`config.mk`:
```
export PLATFORM = sky130hd
export DESIGN_NAME = ses_ctrl
export DESIGN_NICKNAME = d
export VERILOG_FILES = /design/src/design/ses_pkg.sv /design/src/design/ses_ctrl.sv
export SDC_FILE = /design/constraint.sdc
export NUM_CORES = 1
export LEC_CHECK = 0
export ABC_CLOCK_PERIOD_IN_PS = 1900
export BUFFER_PORTS_ARGS = -buffer_cell sky130_fd_sc_hd__buf_2
export CELL_PAD_IN_SITES_DETAIL_PLACEMENT = 1
export CELL_PAD_IN_SITES_GLOBAL_PLACEMENT = 2
export CORE_UTILIZATION = 22
export DETAILED_ROUTE_END_ITERATION = 16
export PLACE_DENSITY_LB_ADDON = 0.1
export RECOVER_POWER = 25
export SETUP_SLACK_MARGIN = 0.5
export SKIP_CTS_REPAIR_TIMING = 1
export SLEW_MARGIN = 5
export SYNTH_ARGS = -nofsm -noshare
export SYNTH_HDL_FRONTEND = slang
export SYNTH_SLANG_ARGS = --single-unit
```
`constraint.sdc`:
```
create_clock -name clk_i -period 1.9 [get_ports clk_i]
set_clock_uncertainty 0.2 [all_clocks]
set_input_delay 0.19 -clock clk_i [delete_from_list [all_inputs] [get_ports clk_i]]
set_output_delay 0.19 -clock clk_i [all_outputs]
set_load 0.03 [all_outputs]
```
`src/design/ses_pkg.sv`:
```
// types, constants and handshake structs shared by the summary statistics engine
// no dependencies
`default_nettype none

package ses_pkg;

  localparam int unsigned MaxSamplesDef = 1024;
  localparam int unsigned FracBitsDef   = 16;
  localparam int unsigned SampleW       = 32;
  localparam int unsigned ValueW        = 64;
  localparam int unsigned IdxW          = 4;

  localparam logic [ValueW-1:0] Int64Max = 64'h7FFF_FFFF_FFFF_FFFF;

  // result order of one burst
  localparam logic [IdxW-1:0] StatCount  = 4'd0;
  localparam logic [IdxW-1:0] StatSum    = 4'd1;
  localparam logic [IdxW-1:0] StatMean   = 4'd2;
  localparam logic [IdxW-1:0] StatMode   = 4'd3;
  localparam logic [IdxW-1:0] StatQ1     = 4'd4;
  localparam logic [IdxW-1:0] StatQ2     = 4'd5;
  localparam logic [IdxW-1:0] StatQ3     = 4'd6;
  localparam logic [IdxW-1:0] StatRange  = 4'd7;
  localparam logic [IdxW-1:0] StatMedian = 4'd8;
  localparam logic [IdxW-1:0] StatVar    = 4'd9;
  localparam logic [IdxW-1:0] StatStddev = 4'd10;
  localparam logic [IdxW-1:0] StatIqr    = 4'd11;

  typedef struct packed {
    logic signed [SampleW-1:0] sample;
    logic                      last_sample;
  } ses_in_t;

  typedef struct packed {
    logic [IdxW-1:0]          stat_index;
    logic signed [ValueW-1:0] stat_value;
    logic                     stat_invalid;
    logic                     last_result;
  } ses_out_t;

  typedef enum logic [3:0] {
    ST_IDLE,
    ST_SHIFT,
    ST_PLACE,
    ST_MEAN,
    ST_SWEEP,
    ST_MUL,
    ST_VAR,
    ST_SQRT,
    ST_EMIT
  } ses_state_e;

  typedef struct packed {
    logic take;
    logic shift;
    logic place;
    logic mean_go;
    logic sweep_go;
    logic sweep;
    logic mul_go;
    logic var_go;
    logic sqrt_go;
    logic emit_go;
    logic emit_step;
    logic clear;
  } ses_cmd_t;

  typedef struct packed {
    logic full;
    logic cnt_zero;
    logic p_one;
    logic larger;
    logic last;
    logic div_done;
    logic sweep_done;
    logic mul_done;
    logic sqrt_done;
    logic few;
    logic emit_last;
  } ses_sts_t;

endpackage

`default_nettype wire

```
`src/design/ses_ctrl.sv`:
```
// controller state machine: insertion, statistics phases and result burst
// depends on ses_pkg
`default_nettype none

module ses_ctrl import ses_pkg::*; (
  input  logic     clk_i,
  input  logic     rst_ni,
  input  logic     in_valid_i,
  input  logic     in_last_i,
  input  logic     out_stall_i,
  input  ses_sts_t sts_i,
  output ses_cmd_t cmd_o,
  output logic     in_stall_o,
  output logic     out_valid_o
);

  ses_state_e state_q, state_d;

  always_ff @(posedge clk_i or negedge rst_ni) begin
    if (!rst_ni) state_q <= ST_IDLE;
    else         state_q <= state_d;
  end

  always_comb begin
    state_d     = state_q;
    cmd_o       = '0;
    in_stall_o  = 1'b1;
    out_valid_o = 1'b0;
    unique case (state_q)
      ST_IDLE: begin
        in_stall_o = 1'b0;
        if (in_valid_i) begin
          cmd_o.take = 1'b1;
          if (sts_i.full) begin
            // store full: request dropped, a final mark still ends the run
            if (in_last_i) begin
              cmd_o.mean_go = 1'b1;
              state_d       = ST_MEAN;
            end
          end else if (sts_i.cnt_zero) begin
            state_d = ST_PLACE;
          end else begin
            state_d = ST_SHIFT;
          end
        end
      end
      ST_SHIFT: begin
        if (sts_i.larger) begin
          cmd_o.shift = 1'b1;
          if (sts_i.p_one) state_d = ST_PLACE;
        end else begin
          cmd_o.place = 1'b1;
          if (sts_i.last) begin
            cmd_o.mean_go = 1'b1;
            state_d       = ST_MEAN;
          end else begin
            state_d = ST_IDLE;
          end
        end
      end
      ST_PLACE: begin
        cmd_o.place = 1'b1;
        if (sts_i.last) begin
          cmd_o.mean_go = 1'b1;
          state_d       = ST_MEAN;
        end else begin
          state_d = ST_IDLE;
        end
      end
      ST_MEAN: begin
        if (sts_i.div_done) begin
          cmd_o.sweep_go = 1'b1;
          state_d        = ST_SWEEP;
        end
      end
      ST_SWEEP: begin
        cmd_o.sweep = 1'b1;
        if (sts_i.sweep_done) begin
          if (sts_i.few) begin
            cmd_o.emit_go = 1'b1;
            state_d       = ST_EMIT;
          end else begin
            cmd_o.mul_go = 1'b1;
            state_d      = ST_MUL;
          end
        end
      end
      ST_MUL: begin
        if (sts_i.mul_done) begin
          cmd_o.var_go = 1'b1;
          state_d      = ST_VAR;
        end
      end
      ST_VAR: begin
        if (sts_i.div_done) begin
          cmd_o.sqrt_go = 1'b1;
          state_d       = ST_SQRT;
        end
      end
      ST_SQRT: begin
        if (sts_i.sqrt_done) begin
          cmd_o.emit_go = 1'b1;
          state_d       = ST_EMIT;
        end
      end
      ST_EMIT: begin
        out_valid_o = 1'b1;
        if (!out_stall_i) begin
          cmd_o.emit_step = 1'b1;
          if (sts_i.emit_last) begin
            cmd_o.clear = 1'b1;
            state_d     = ST_IDLE;
          end
        end
      end
      default: state_d = ST_IDLE;
    endcase
  end

  a_no_overlap : assert property (@(posedge clk_i) disable iff (!rst_ni)
    out_valid_o |-> in_stall_o)
    else $error("input open during result burst");

  a_burst_end : assert property (@(posedge clk_i) disable iff (!rst_ni)
    (out_valid_o && !out_stall_i && sts_i.emit_last) |=> !out_valid_o && !in_stall_o)
    else $error("burst did not end after final result");

endmodule

`default_nettype wire
```
==> results.cfg <==
[run_status]
outcome = complete, but fails checks
violations = negative setup slack

[global_route]
grt_use_total_pct = 16.0
grt_pass1_wl_mm = 3.12
grt_start_max_net_pins = 12
grt-ovfl-total = 0
grt_pass1_vias = 674
antenna_found_initial = 0

[critical_path]
path_cells = buf_6 > buf_4 > nor3b_2 > a21oi_2 > nor2_4 > clkbuf_4
ff2ff_path_depth = 6
critPathKind = reg2out
arrival_ns = 1.57
r2r_start = state_q[1]$_DFFE_PN0P_
slowest_stage = dfrtp_2
cp_max_fo = 6
reg2reg_to = state_q[1]$_DFFE_PN0P_
reg2reg_slack_ns = -0.04
cp_data_required_time_ns = 1.51
cp-end-kind = output pin
critPathMaxStageDelay_ns = 0.45
startpoint_type = flip-flop

[synth]
yosysWarningCount = 0
syn_area_per_cell_um2 = 7.88
synth_top_cell_area_share_pct = 18.1
ys_top_cells_by_area = dfrtp_1 18%, nor2_1 6.1%, a2111oi_4 5.0%, buf_6 4.1%, a21oi_1 3.6%
synth.net_count = 86
synthDistinctLibCells = 37
syn_area_um2 = 552
yosysTopAreaCell = dfrtp_1
synth_seq_cells = 4
syn_inst = 70
ys_seq_area_share_pct = 18.1

[placement]
place.gp.congestion = 0.731
placed_cells = 135
hpwl_mm = 1.58
port_buffers = 29

[layout]
final_common_cell = buf_6
areaGrowthSynthToFinish_pct = 108
mostFrequentLayoutCells = 19 x buf_6, 16 x buf_4, 15 x buf_2
largest_reg_flops = 4
n_antenna_cell = 0
drive_gt1_share_pct = 74.6
layoutNonFillerInstCount = 150
fillers = 278
regMostFlops = state_q
nNetsFinal = 140
reg_top3 = state_q: 4 flops

[sta]
fmax_mhz = 511
slew_headroom_pct = 69.1
rsz0062_at_grt = true
finalCritPeriodShare_pct = 103
drv_slew = 0
report.final.hold_viol_count = 0
setup_viol = 4
fin_ws_ns = -0.0584
fin_crit_ns = 1.96
worst_pin_slew_ns = 0.459
whs_ns = 0.105

[cts]
cts.sinks = 4
clock_latency_ns = 0.24
path_clk_slew_ns = 0.04
htreeDepth = 1
cts_root_buf = clkbuf_4
cts_made_buffers = 3
cts_tree = built
clockBufferDepth = 2

[min_path]
min_to = state_q[0]$_DFFE_PN0P_
min_path_type = in2reg
hold_depth = 3
min_from = sts_i[6]

[drt]
drt-total-wl_mm = 2.18
ant_nets = 0
vias_per_cell = 4.88
drc = 0
firstDrtPassIters = 3
via_count = 732
drtIter0Drc = 4
wl_per_cell_um = 14.5

[power]
leakage_nw = 0.532
powerDensity_nw_per_um2 = 1500
irDropWorstVdd_mv = 0.528

[die]
rows = 17
die_area_um2 = 2710
core_area_um2 = 2300
die_w_um = 52.1
io_pins = 30
die_y_um = 52.1
start_util_pct = 24.0

[run]
drv_cap = 0
==> routing by layer <==
layer	up-vias	track usage (%)	share of wire [%]
li1	360	-	-
met1	353	20.0	43
met2	19	28.0	54
met3	0	1.75	3.4
met4	0	5.41	0
met5	-	0	0
==> final cells by class <==
cell class | instances | area [um^2] | area share (%)
multi-input combinational | 56 | 534 | 46.5
timing repair buffer | 53 | 430 | 37.4
sequential | 4 | 105 | 9.14
tap | 28 | 35.0 | 3.05
clock buffer | 3 | 22.5 | 1.96
inverter | 6 | 22.5 | 1.96
==> kinds of logic after synthesis <==
family | share of synthesized area (%)
AND/OR/NAND/NOR | 42.2
AO/OA/AOI/OAI | 28.8
buffers and inverters | 10.9
flip-flops | 18.1
==> worst max-delay path: cells and delay by family, from the launching register on <==
family	cells	cell delay, ns
AND/OR/NAND/NOR	2	0.33
buffers and inverters	3	0.47
AO/OA/AOI/OAI	1	0.07
flip-flops	1	0.45
==> metrics by stage <==
stage                     cell area, um^2  total power, mW  util, %  setup slack [ns]  setup TNS (ns)
final                                1150             1.73     50.1           -0.0584          -0.166
after global routing                 1150             1.85     50.1            -0.131          -0.568
after CTS                             895             1.34     38.9            -0.227           -1.09
after detailed placement              872             1.22     38.0            -0.100          -0.216
after global placement                872             1.20     38.0            0.0307               0
after floorplan                       647            0.938        -             0.116               0
==> how the worst max path moves through the flow <==
| stage | start | endpoint | slack (ns) | depth (start not counted) |
|---|---|---|---|---|
| 5_1_grt | state_q[0]$_DFFE_PN0P_ | cmd_o[2] | -0.13 | 6 |
| 4_1_cts | state_q[1]$_DFFE_PN0P_ | cmd_o[8] | -0.23 | 5 |
| 6_report | state_q[0]$_DFFE_PN0P_ | cmd_o[2] | -0.06 | 6 |
| 3_3_place_gp | state_q[1]$_DFFE_PN0P_ | state_q[0]$_DFFE_PN0P_ | 0.03 | 7 |
| 2_1_floorplan | state_q[1]$_DFFE_PN0P_ | cmd_o[8] | 0.12 | 4 |
| 3_5_place_dp | state_q[1]$_DFFE_PN0P_ | state_q[2]$_DFFE_PN0P_ | -0.10 | 5 |
==> Yosys cell counts <==
cell	number
buf_6	2
buf_4	2
nand3_2	1
a221oi_1	1
nor2b_1	2
nor2_1	9
nand2_1	3
o211ai_1	1
o2bb2ai_1	1
a211o_2	1
nand2b_2	1
nor3_1	2
or2_2	1
a211oi_1	1
nand2b_4	1
a2111oi_4	1
and3b_1	1
o21a_1	1
a21boi_0	1
nor3b_1	2
nand2b_1	2
a21oi_1	4
nor4_1	2
a22oi_1	1
a32o_1	1
nand4b_2	1
o22ai_1	2
o21ai_0	3
a2bb2oi_1	1
dfrtp_1	4
inv_2	2
and2_1	1
and3_2	1
inv_1	4
nor4_2	1
and2_4	2
and3_1	3
==> power breakdown <==
part	internal [mW]	switching (mW)	leakage [nW]	total, mW
clock	0.0709	0.0377	0.0138	0.109
combinational	0.746	0.662	0.472	1.41
sequential	0.125	0.0836	0.0465	0.209
Note: power is estimated with default switching activity, not from simulation.
